`config.mk`:
```
export PLATFORM = sky130hd
export DESIGN_NAME = interarrival_gap_window_max_core_flat
export DESIGN_NICKNAME = d
export VERILOG_FILES = /design/src/rtl/core/igwm_pkg.sv /design/src/rtl/core/igwm_in_if.sv /design/src/rtl/core/igwm_out_if.sv /design/src/rtl/core/igwm_cell.sv /design/src/rtl/core/igwm_chain.sv /design/src/rtl/core/interarrival_gap_window_max_core.sv /design/src/flat_wrapper.sv
export SDC_FILE = /design/constraint.sdc
export NUM_CORES = 2
export LEC_CHECK = 0
export BUFFER_PORTS_ARGS = -buffer_cell sky130_fd_sc_hd__buf_2
export CAP_MARGIN = 20
export CORE_MARGIN = 1
export CORE_UTILIZATION = 58
export CTS_BUF_LIST = sky130_fd_sc_hd__clkbuf_4
export DETAILED_ROUTE_END_ITERATION = 8
export GPL_TIMING_DRIVEN = 1
export PLACE_DENSITY = 0.86
export REMOVE_ABC_BUFFERS = 1
export SLEW_MARGIN = 20
export SYNTH_ARGS = -nofsm -noshare
export SYNTH_HDL_FRONTEND = slang
export SYNTH_SLANG_ARGS = --single-unit
```
`constraint.sdc`:
```
create_clock -name clk -period 8.4 [get_ports clk]
set_input_delay 2.52 -clock clk [delete_from_list [all_inputs] [get_ports clk]]
set_output_delay 2.52 -clock clk [all_outputs]
set_load 0.05 [all_outputs]
```
`src/rtl/core/igwm_pkg.sv`:
```
// shared types and constants for the interarrival gap window maximum core
`timescale 1ns / 1ps
package igwm_pkg;

  localparam int TS_W = 64;
  localparam int DEFAULT_GAPS_PER_INTERVAL = 64;
  localparam int DEFAULT_INTERVALS_PER_WINDOW = 8;

  typedef logic [TS_W-1:0] ts_t;

  localparam logic ACT_ARRIVAL = 1'b0;
  localparam logic ACT_FETCH   = 1'b1;

  // write of a closed interval peak into the head of the slot chain
  typedef struct packed {
    logic shift;
    ts_t  peak;
  } slot_write_t;

endpackage

```
`src/rtl/core/igwm_in_if.sv`:
```
// input channel: arrival or fetch beats
`timescale 1ns / 1ps
interface igwm_in_if;
  logic              valid;
  logic              ready;
  logic              action;
  igwm_pkg::ts_t     arrival_time;

  modport source (output valid, output action, output arrival_time, input ready);
  modport sink   (input valid, input action, input arrival_time, output ready);
endinterface

```
`src/rtl/core/igwm_out_if.sv`:
```
// output channel: one result beat per input beat
`timescale 1ns / 1ps
interface igwm_out_if;
  logic              valid;
  logic              ready;
  igwm_pkg::ts_t     gap;
  logic              gap_valid;
  logic              interval_closed;
  igwm_pkg::ts_t     window_max_gap;
  logic              window_pending;

  modport source (output valid, output gap, output gap_valid, output interval_closed,
                  output window_max_gap, output window_pending, input ready);
  modport sink   (input valid, input gap, input gap_valid, input interval_closed,
                  input window_max_gap, input window_pending, output ready);
endinterface

```
`src/rtl/core/igwm_cell.sv`:
```
// one slot cell: holds an interval peak and folds it into the running maximum
`timescale 1ns / 1ps
module igwm_cell (
  input  logic          clk,
  input  logic          rst,
  input  logic          shift,
  input  igwm_pkg::ts_t peak_in,
  input  igwm_pkg::ts_t max_in,
  output igwm_pkg::ts_t peak_out,
  output igwm_pkg::ts_t max_out
);
  import igwm_pkg::*;

  ts_t peak;
  ts_t run_max;

  always_ff @(posedge clk) begin
    if (rst) begin
      peak    <= '0;
      run_max <= '0;
    end else begin
      if (shift) begin
        peak <= peak_in;
      end
      run_max <= (peak > max_in) ? peak : max_in;
    end
  end

  assign peak_out = peak;
  assign max_out  = run_max;
endmodule

```
`src/rtl/core/igwm_chain.sv`:
```
// row of slot cells; oldest peak drops off the tail, maximum ripples one cell a cycle
`timescale 1ns / 1ps
module igwm_chain #(
  parameter int INTERVALS_PER_WINDOW = igwm_pkg::DEFAULT_INTERVALS_PER_WINDOW
) (
  input  logic                  clk,
  input  logic                  rst,
  input  igwm_pkg::slot_write_t wr,
  output igwm_pkg::ts_t         window_max
);
  import igwm_pkg::*;

  ts_t peak_q [INTERVALS_PER_WINDOW];
  ts_t max_q  [INTERVALS_PER_WINDOW];

  for (genvar k = 0; k < INTERVALS_PER_WINDOW; k++) begin : g_cell
    if (k == 0) begin : g_head
      igwm_cell u_cell (
        .clk      (clk),
        .rst      (rst),
        .shift    (wr.shift),
        .peak_in  (wr.peak),
        .max_in   ('0),
        .peak_out (peak_q[k]),
        .max_out  (max_q[k])
      );
    end else begin : g_body
      igwm_cell u_cell (
        .clk      (clk),
        .rst      (rst),
        .shift    (wr.shift),
        .peak_in  (peak_q[k-1]),
        .max_in   (max_q[k-1]),
        .peak_out (peak_q[k]),
        .max_out  (max_q[k])
      );
    end
  end

  assign window_max = max_q[INTERVALS_PER_WINDOW-1];
endmodule

```
`src/rtl/core/interarrival_gap_window_max_core.sv`:
```
// top level: gap measurement, interval tracking and window maximum sequencing
//
//  channel   dir  fields
//  arrivals  in   action, arrival_time
//  results   out  gap, gap_valid, interval_closed, window_max_gap, window_pending
//
// a fetch or an arrival that does not close an interval loads the result register when it is accepted
// an arrival that closes an interval loads it when the scan ends, once the maximum
// has rippled down the row of slot cells
// synchronous reset clears all control state including the slot peaks, but not the result data fields
// arrivals is ready only when no item is in work and the result register is free or draining
`timescale 1ns / 1ps
module interarrival_gap_window_max_core #(
  parameter int GAPS_PER_INTERVAL    = igwm_pkg::DEFAULT_GAPS_PER_INTERVAL,
  parameter int INTERVALS_PER_WINDOW = igwm_pkg::DEFAULT_INTERVALS_PER_WINDOW
) (
  input  logic        clk,
  input  logic        rst,
  igwm_in_if.sink     arrivals,
  igwm_out_if.source  results
);
  import igwm_pkg::*;

  localparam int CNT_W  = (GAPS_PER_INTERVAL > 1) ? $clog2(GAPS_PER_INTERVAL) : 1;
  localparam int SCAN_W = $clog2(INTERVALS_PER_WINDOW + 1);

  localparam logic ST_IDLE = 1'b0;
  localparam logic ST_SCAN = 1'b1;

  logic              state;
  logic [SCAN_W-1:0] scan_cnt;
  ts_t               last_arrival;
  logic [CNT_W-1:0]  interval_count;
  ts_t               interval_peak;
  ts_t               window_peak;
  logic              pending_flag;

  logic              res_valid;
  ts_t               res_gap;
  logic              res_gap_valid;
  logic              res_closed;
  ts_t               res_window;
  logic              res_pending;

  slot_write_t       wr;
  ts_t               chain_max;

  logic              accept;
  logic              has_prev;
  ts_t               gap_calc;
  ts_t               peak_new;
  logic              closing;
  logic              scan_done;
  logic              res_load;

  assign arrivals.ready = (state == ST_IDLE) && (!res_valid || results.ready);
  assign accept         = arrivals.valid && arrivals.ready;

  assign has_prev = (last_arrival != '0);
  assign gap_calc = arrivals.arrival_time - last_arrival;
  assign peak_new = (gap_calc > interval_peak) ? gap_calc : interval_peak;
  assign closing  = has_prev && (interval_count == CNT_W'(GAPS_PER_INTERVAL - 1));

  assign wr.shift = accept && (arrivals.action == ACT_ARRIVAL) && closing;
  assign wr.peak  = peak_new;

  // result register loads on a beat that needs no scan, or when the scan ends
  assign scan_done = (state == ST_SCAN) && (scan_cnt == SCAN_W'(INTERVALS_PER_WINDOW));
  assign res_load  = (accept && !wr.shift) || scan_done;

  igwm_chain #(
    .INTERVALS_PER_WINDOW (INTERVALS_PER_WINDOW)
  ) u_chain (
    .clk        (clk),
    .rst        (rst),
    .wr         (wr),
    .window_max (chain_max)
  );

  always_ff @(posedge clk) begin
    if (rst) begin
      state          <= ST_IDLE;
      scan_cnt       <= '0;
      last_arrival   <= '0;
      interval_count <= '0;
      interval_peak  <= '0;
      window_peak    <= '0;
      pending_flag   <= 1'b0;
      res_valid      <= 1'b0;
    end else begin
      if (res_load) begin
        res_valid <= 1'b1;
      end else if (results.valid && results.ready) begin
        res_valid <= 1'b0;
      end
      unique case (state)
        ST_IDLE: begin
          if (accept) begin
            if (arrivals.action == ACT_FETCH) begin
              res_gap       <= '0;
              res_gap_valid <= 1'b0;
              res_closed    <= 1'b0;
              res_window    <= window_peak;
              res_pending   <= pending_flag;
              pending_flag  <= 1'b0;
            end else begin
              last_arrival  <= arrivals.arrival_time;
              res_gap       <= has_prev ? gap_calc : '0;
              res_gap_valid <= has_prev;
              res_closed    <= closing;
              if (closing) begin
                interval_count <= '0;
                interval_peak  <= '0;
                scan_cnt       <= '0;
                state          <= ST_SCAN;
              end else begin
                if (has_prev) begin
                  interval_count <= interval_count + 1'b1;
                  interval_peak  <= peak_new;
                end
                res_window  <= window_peak;
                res_pending <= pending_flag;
              end
            end
          end
        end
        ST_SCAN: begin
          // tail of the row holds the full maximum once it has rippled past every cell
          if (scan_done) begin
            window_peak  <= chain_max;
            pending_flag <= 1'b1;
            res_window   <= chain_max;
            res_pending  <= 1'b1;
            state        <= ST_IDLE;
          end else begin
            scan_cnt <= scan_cnt + 1'b1;
          end
        end
        default: state <= ST_IDLE;
      endcase
    end
  end

  assign results.valid           = res_valid;
  assign results.gap             = res_gap;
  assign results.gap_valid       = res_gap_valid;
  assign results.interval_closed = res_closed;
  assign results.window_max_gap  = res_window;
  assign results.window_pending  = res_pending;
endmodule
```
`src/flat_wrapper.sv`:
```
// flat-port wrapper written by rule: the top's interface ports become plain ports
module interarrival_gap_window_max_core_flat import igwm_pkg::*;
#(
  parameter int GAPS_PER_INTERVAL    = igwm_pkg::DEFAULT_GAPS_PER_INTERVAL,
  parameter int INTERVALS_PER_WINDOW = igwm_pkg::DEFAULT_INTERVALS_PER_WINDOW
)
  (clk, rst, arrivals_valid, arrivals_action, arrivals_arrival_time, arrivals_ready, results_valid, results_gap, results_gap_valid, results_interval_closed, results_window_max_gap, results_window_pending, results_ready);
  igwm_in_if arrivals_i ();
  igwm_out_if results_i ();
  input  logic clk;
  input  logic rst;
  input wire logic [$bits(arrivals_i.valid)-1:0] arrivals_valid;
  input wire logic [$bits(arrivals_i.action)-1:0] arrivals_action;
  input wire logic [$bits(arrivals_i.arrival_time)-1:0] arrivals_arrival_time;
  output wire logic [$bits(arrivals_i.ready)-1:0] arrivals_ready;
  output wire logic [$bits(results_i.valid)-1:0] results_valid;
  output wire logic [$bits(results_i.gap)-1:0] results_gap;
  output wire logic [$bits(results_i.gap_valid)-1:0] results_gap_valid;
  output wire logic [$bits(results_i.interval_closed)-1:0] results_interval_closed;
  output wire logic [$bits(results_i.window_max_gap)-1:0] results_window_max_gap;
  output wire logic [$bits(results_i.window_pending)-1:0] results_window_pending;
  input wire logic [$bits(results_i.ready)-1:0] results_ready;
  assign arrivals_i.valid = arrivals_valid;
  assign arrivals_i.action = arrivals_action;
  assign arrivals_i.arrival_time = arrivals_arrival_time;
  assign arrivals_ready = arrivals_i.ready;
  assign results_valid = results_i.valid;
  assign results_gap = results_i.gap;
  assign results_gap_valid = results_i.gap_valid;
  assign results_interval_closed = results_i.interval_closed;
  assign results_window_max_gap = results_i.window_max_gap;
  assign results_window_pending = results_i.window_pending;
  assign results_i.ready = results_ready;
  interarrival_gap_window_max_core #(.GAPS_PER_INTERVAL(GAPS_PER_INTERVAL), .INTERVALS_PER_WINDOW(INTERVALS_PER_WINDOW)) u_core (.clk(clk), .rst(rst), .arrivals(arrivals_i), .results(results_i));
endmodule
```
### After elaboration in Yosys (flattened, before gate mapping)

Index checks and enable logic that the tools add are counted.

| cells by class | value |
|---|---|
| add/sub/neg operators | 3 |
| $lt $le $gt $ge | 9 |
| equality and inequality tests | 9 |
| multiplexer cells | 37 |
| bitwise gates (word level) | 5 |
| reductions and logical operators | 24 |

Operators with widths:

| operator | count |
|---|---|
| 2-to-1 mux 64 bit | 14 |
| > comparator 64 bit | 8 |
| one-hot mux 64 bit (2 select lines) | 1 |
| > comparator 64 x 1 -> 1 bit, second input constant | 1 |
| nonzero test 64 bit | 1 |
| subtractor 64 bit | 1 |
| 2-to-1 mux 4 bit | 4 |
| 2-to-1 mux 1 bit | 12 |
| 2-to-1 mux 6 bit | 2 |
| AND reduction 4 bit | 3 |
| AND reduction 3 bit | 3 |
| logical AND 1 bit | 8 |
| inequality test 2 bit, second input constant | 4 |
| one-hot mux 4 bit (2 select lines) | 1 |
| adder 6 x 1 -> 6 bit, second input constant | 1 |
| == test 6 bit, second input constant | 1 |
| one-hot mux 1 bit (2 select lines) | 3 |
| NOT 1 bit | 5 |
| adder 4 x 1 -> 4 bit, second input constant | 1 |
| == test 4 bit, second input constant | 1 |
| inequality test 2 x 1 -> 1 bit, second input constant | 2 |
| nonzero test 2 bit | 2 |
| OR reduction 2 bit | 2 |
| inequality test 3 bit, second input constant | 1 |
| 3 further kinds | 5 |

| word-level totals | value |
|---|---|
| flip-flop bits (word level) | 1360 |
| input bits | 69 |
| logic and storage cells | 116 |

### Logic depth before layout (Yosys ltp)

| depth | value |
|---|---|
| word-level depth | 10 |
| depth in mapped cells | 28 |
| gate-level depth less buffers | 26 |

### By module

From an unflattened synthesis, not the netlist that was laid out.

| second synthesis, totals | value |
|---|---|
| cell total of the unflattened synthesis | 7722 |
| area, all modules | 72738.5 µm² |

By module, submodules not included:

| module | times used | cells each | area each (µm²) | sequential area each (µm²) |
|---|---|---|---|---|
| igwm_cell | 8 | 711 | 6760.2 | 2562.5 |
| interarrival_gap_window_max_core | 1 | 2033 | 18652.9 | 8037.7 |
| igwm_chain | 1 | 1 | 3.8 | 0.0 |

### Worst setup path after synthesis

No wires, ideal clock.

| path | value |
|---|---|
| path kind | input-to-reg |
| from | in results_ready |
| to | reg u_core.res_window[0], in the netlist u_core.results.window_max_gap[0], enable pin |
| library setup time | 0.592 ns |
| arrival | 8.231 ns |
| slack | -0.423 ns |
| cell stages on the path | 4 |
| path through | nand2b_1 and2_1 nand2_1 a221oi_1 |

| between the ends | value |
|---|---|
| cells in the longest elaborated chain, start to end | 5 |

RTL lines:

| element | line | text |
|---|---|---|
| from (decl) | flat_wrapper.sv:22 | `input wire logic [$bits(results_i.ready)-1:0] results_ready;` |
| logical OR 1 bit | interarrival_gap_window_max_core.sv:56 | `assign arrivals.ready = (state == ST_IDLE) && (!res_valid \|\| results.ready);` |
| logical AND 1 bit | interarrival_gap_window_max_core.sv:56 |  |
| via arrivals_ready | flat_wrapper.sv:15 | `output wire logic [$bits(arrivals_i.ready)-1:0] arrivals_ready;` |
| logical AND 1 bit | interarrival_gap_window_max_core.sv:57 | `assign accept = arrivals.valid && arrivals.ready;` |
| inequality test 2 x 1 -> 1 bit (no line) | - |  |
| AND reduction 4 bit (no line) | - |  |
| to (signal assigned) | interarrival_gap_window_max_core.sv:103 | `res_window <= window_peak;` |
| to (signal assigned) | interarrival_gap_window_max_core.sv:121 | `res_window <= window_peak;` |
| to (signal assigned) | interarrival_gap_window_max_core.sv:132 | `res_window <= chain_max;` |
| to (decl) | interarrival_gap_window_max_core.sv:42 | `ts_t res_window;` |

The timed path passes the listed nets, and every way through them passes these cells.
A chain may end at the register's enable or synchronous reset.

### Worst setup path in the final report

| path | value |
|---|---|
| from | in arrivals_arrival_time[0] |
| to | reg u_core.interval_peak[32] |

| between the ends | value |
|---|---|
| cells in the longest elaborated chain, start to end | 5 |

RTL lines:

| element | line | text |
|---|---|---|
| from (decl) | flat_wrapper.sv:14 | `input wire logic [$bits(arrivals_i.arrival_time)-1:0] arrivals_arrival_time;` |
| subtractor 64 bit | interarrival_gap_window_max_core.sv:60 | `assign gap_calc = arrivals.arrival_time - last_arrival;` |
| via u_core.gap_calc[62] | interarrival_gap_window_max_core.sv:50 | `ts_t gap_calc;` |
| > comparator 64 bit | interarrival_gap_window_max_core.sv:61 | `assign peak_new = (gap_calc > interval_peak) ? gap_calc : interval_peak;` |
| 2-to-1 mux 64 bit | interarrival_gap_window_max_core.sv:61 |  |
| 2-to-1 mux 64 bit | interarrival_gap_window_max_core.sv:117 | `if (has_prev) begin` |
| 2-to-1 mux 64 bit | interarrival_gap_window_max_core.sv:111 | `if (closing) begin` |
| to (signal assigned) | interarrival_gap_window_max_core.sv:119 | `interval_peak <= peak_new;` |
| to (decl) | interarrival_gap_window_max_core.sv:34 | `ts_t interval_peak;` |

The timed path passes the listed nets, and every way through them passes these cells. The select of a mux whose other input is x is not followed.

==> results.md <==
* Drt pass-1 iters at 6
* Ys flop type: dfxtp_1
* Remaining Overflow, GRT at 0
* Core box area at 0.106 mm^2
* DRT iter0 DRCs at 2718
* Root Buffer: clkbuf_4
* Crit path from: arrivals_arrival_time[0]
* Final Hold Fails at 0
* First-pass GRT wire length at 237000 um
* Clock buffer count from CTS at 348
* R2r startpoint: u_core.last_arrival[0]
* WS Path Type: in2reg
* Hold Path Sink: u_core.window_peak[36]
* Clk Latency, worst-skew pair at 1.22 ns
* H-tree depth at 5
* Final ANT Viol Nets at 0
* Initial antenna violation count at 2
* Cell count of the worst reg-to-reg path at 25
* Crit path max fanout at 16
* Final Util at 0.654
* Post-detail-place hpwl at 106000 um
* Setup WS pre-CTS at -0.0233 ns
* Outcome: complete, no violations
* Top achievable clock speed at 137 MHz
* Final setup margin at 1.10 ns
* Distinct cells, synth at 77
* GRT Overall Usage at 0.264
* Chip width at 330 um
* Post-synth EDFFs at 131
* Final period utilization at 0.869
* Pleak at 30.9 nW
* Die footprint at 0.109 mm^2
* CTS tree: yes
* Fraction of layout cells with a size suffix above 1 at 0.135
* Fillers at 8078
* Measured slew at the worst slew-check pin at 1.07 ns
* IO Port Bufs at 201
* Final Skew at 0.0976 ns
* Final Setup Violations at 0
* Worst Path Required at 9.40 ns
* Post-CTS sizing at 0
* Placed insts at 7785
* RSZ-0062 raised after global routing: false
* Avg Vias per Cell at 5.62
* Power Density at 195 mW/mm^2
* Post-Syn Area at 0.0623 mm^2
* Finished Layout Cells at 8389
* Cells after synthesis at 6404
* Die height at 330 um
* R2R setup slack at 2.13 ns
* Max Cap Viol at 0
* Fin. max-slew vios at 0
* Detailed-route DRC error count at 0
* Largest net degree at the start of global routing at 184
* Row Count at 119
* CTS clk-pin slew, worst paths at 0.07 ns
* Worst rel slew slack at 0.289
* # hold bufs at CTS at 0
* Async SR Flop Fraction at 0
* Post-synthesis area per instance at 9.73 um^2
* Via Count at 47200
* Startpoint Class: input port
* WL per Instance at 17.2 um
* Wirelength, routed at 145000 um
* Warnings, synthesis at 0
* Post-CTS setup buffers at 0
* Hold Path Stages at 2
* Clock sink count at 1360
* Seq/Total Area, Yosys at 0.458
* Worst Path Arrival at 8.29 ns
* Clock Path Buffers at 4
* Fin crit period at 7.30 ns
* Vias in the first global route at 47000
* Worst R2R End: u_core.interval_peak[32]
* Worst setup EP type: flop
* Starting density of the core at 0.589
* Worst vdd ir at 0.156 mV
* Hold Path Class: reg2reg
* Final GP Congestion at 0.912
* Post-synthesis register bit count at 1360
* Num ports at 202
* Nets at 7393
* Area Overhead vs Synth at 11.1%
* Worst Hold Slack at 0.410 ns
-- cell type report --
class                      instances  area, um^2  share of cell area
multi-input combinational       4110       30400               0.439
sequential                      1360       28500               0.412
tap                             1391        1740              0.0251
antenna                            8        20.0            0.000289
clock buffer                     499        3750              0.0541
inverter                         614        2300              0.0333
timing repair buffer             311        1970              0.0285
clock inverter                    96         528             0.00763
-- routing by layer --
layer	GRT usage	part of all wire	up-vias	wire, um
li1	-	-	23400	-
met1	0.326	0.43	22100	62700
met2	0.444	0.48	1273	68800
met3	0.0372	0.043	364	6180
met4	0.149	0.047	0	6800
met5	0	0	-	0
-- Yosys cell counts (all sizes together) (55+ instances only) --
cell / number / area share
edfxtp: 131 / 0.063
mux2i: 495 / 0.079
mux2: 65 / 0.012
and2: 117 / 0.012
nor2: 569 / 0.034
dfxtp: 1229 / 0.39
nor4: 55 / 0.0055
inv: 614 / 0.037
o21ai: 204 / 0.016
ha: 578 / 0.12
nand2: 455 / 0.027
nand4: 139 / 0.014
a21o: 249 / 0.030
clkbuf: 267 / 0.016
a21oi: 341 / 0.028
a22o: 455 / 0.064
-- registers in the layout, indices dropped and copies added (netlist names), 4 cells and up --
register / flops
u_core.u_chain.g_cell.g_body.u_cell.max_out: 448
u_core.scan_cnt: 4
u_core.u_chain.g_cell.g_head.u_cell.max_out: 64
u_core.results.gap: 64
u_core.results.window_max_gap: 64
u_core.window_peak: 64
u_core.u_chain.g_cell.g_body.u_cell.peak_out: 448
u_core.u_chain.g_cell.g_head.u_cell.peak_out: 64
u_core.last_arrival: 64
u_core.interval_peak: 64
u_core.interval_count: 6
-- worst max-delay path: stages --
cell and delay (ns):
buf_2 0.09, inv_1 0.04, ha_1 0.22, inv_1 0.08, fa_1 0.21, a211oi_1 0.11, o21ai_1 0.31, a31oi_1 0.22
a2111oi_2 0.44, nor4_1 0.09, buf_4 0.17, o31a_1 0.36, o41ai_4 0.47, a31oi_1 0.19, xnor2_2 0.18, ha_1 0.30
nand4_1 0.11, or4_1 0.59, nor3_1 0.25, nand2_1 0.09, nor4_1 0.25, buf_4 0.18, nor2_4 0.04, buf_12 0.18
and3_1 0.28, a22oi_1 0.25, nor2_1 0.06
-- stage by stage --
step | setup TNS, ns | instance area, um^2 | power, mW
detailed placement | -0.202 | 64900 | 8.18
floorplan | -7960.57 | 61100 | 7.69
global placement | 0 | 64900 | 8.15
CTS | 0 | 69200 | 13.6
finish | 0 | 69200 | 13.5
global route | 0 | 69200 | 14.1
-- cells in the final DEF (no fill, tap or decap), types with 200 or more instances in the layout --
master	synthesis	routed
dfxtp_1	1229	1228
buf_2	41	200
nand2_1	455	453
ha_1	578	578
clkbuf_4	0	499
inv_1	613	613
nor2_1	569	564
a21oi_1	338	337
a21o_1	249	249
mux2i_1	495	495
a22o_1	455	455
-- worst max-delay path by stage --
stage	end	cells after the start
2_1_floorplan	flop	7
3_3_place_gp	u_core.interval_peak[58]	24
3_5_place_dp	u_core.interval_peak[1]	24
4_1_cts	u_core.interval_peak[58]	24
5_1_grt	u_core.interval_peak[41]	27
6_report	u_core.interval_peak[32]	27
-- kinds of logic after synthesis --
family / count (synthesis) / share of synthesized area
DFF: 1360 / 0.458
buffers and inverters: 934 / 0.0571
xor gates and xnor gates: 61 / 0.00893
and+or+nand+nor: 1496 / 0.109
adders and majority gates: 579 / 0.116
AOI/OAI and AO/OA: 1414 / 0.159
muxes: 560 / 0.0912
-- power breakdown --
group	internal (mW)	switching, mW	total (mW)	leakage, nW
Clock	2.88	2.56	5.44	2.55
Sequential	6.64	0.0541	6.69	11.2
Combinational	0.495	0.866	1.36	17.2
Power figures use the tool's default switching activity.
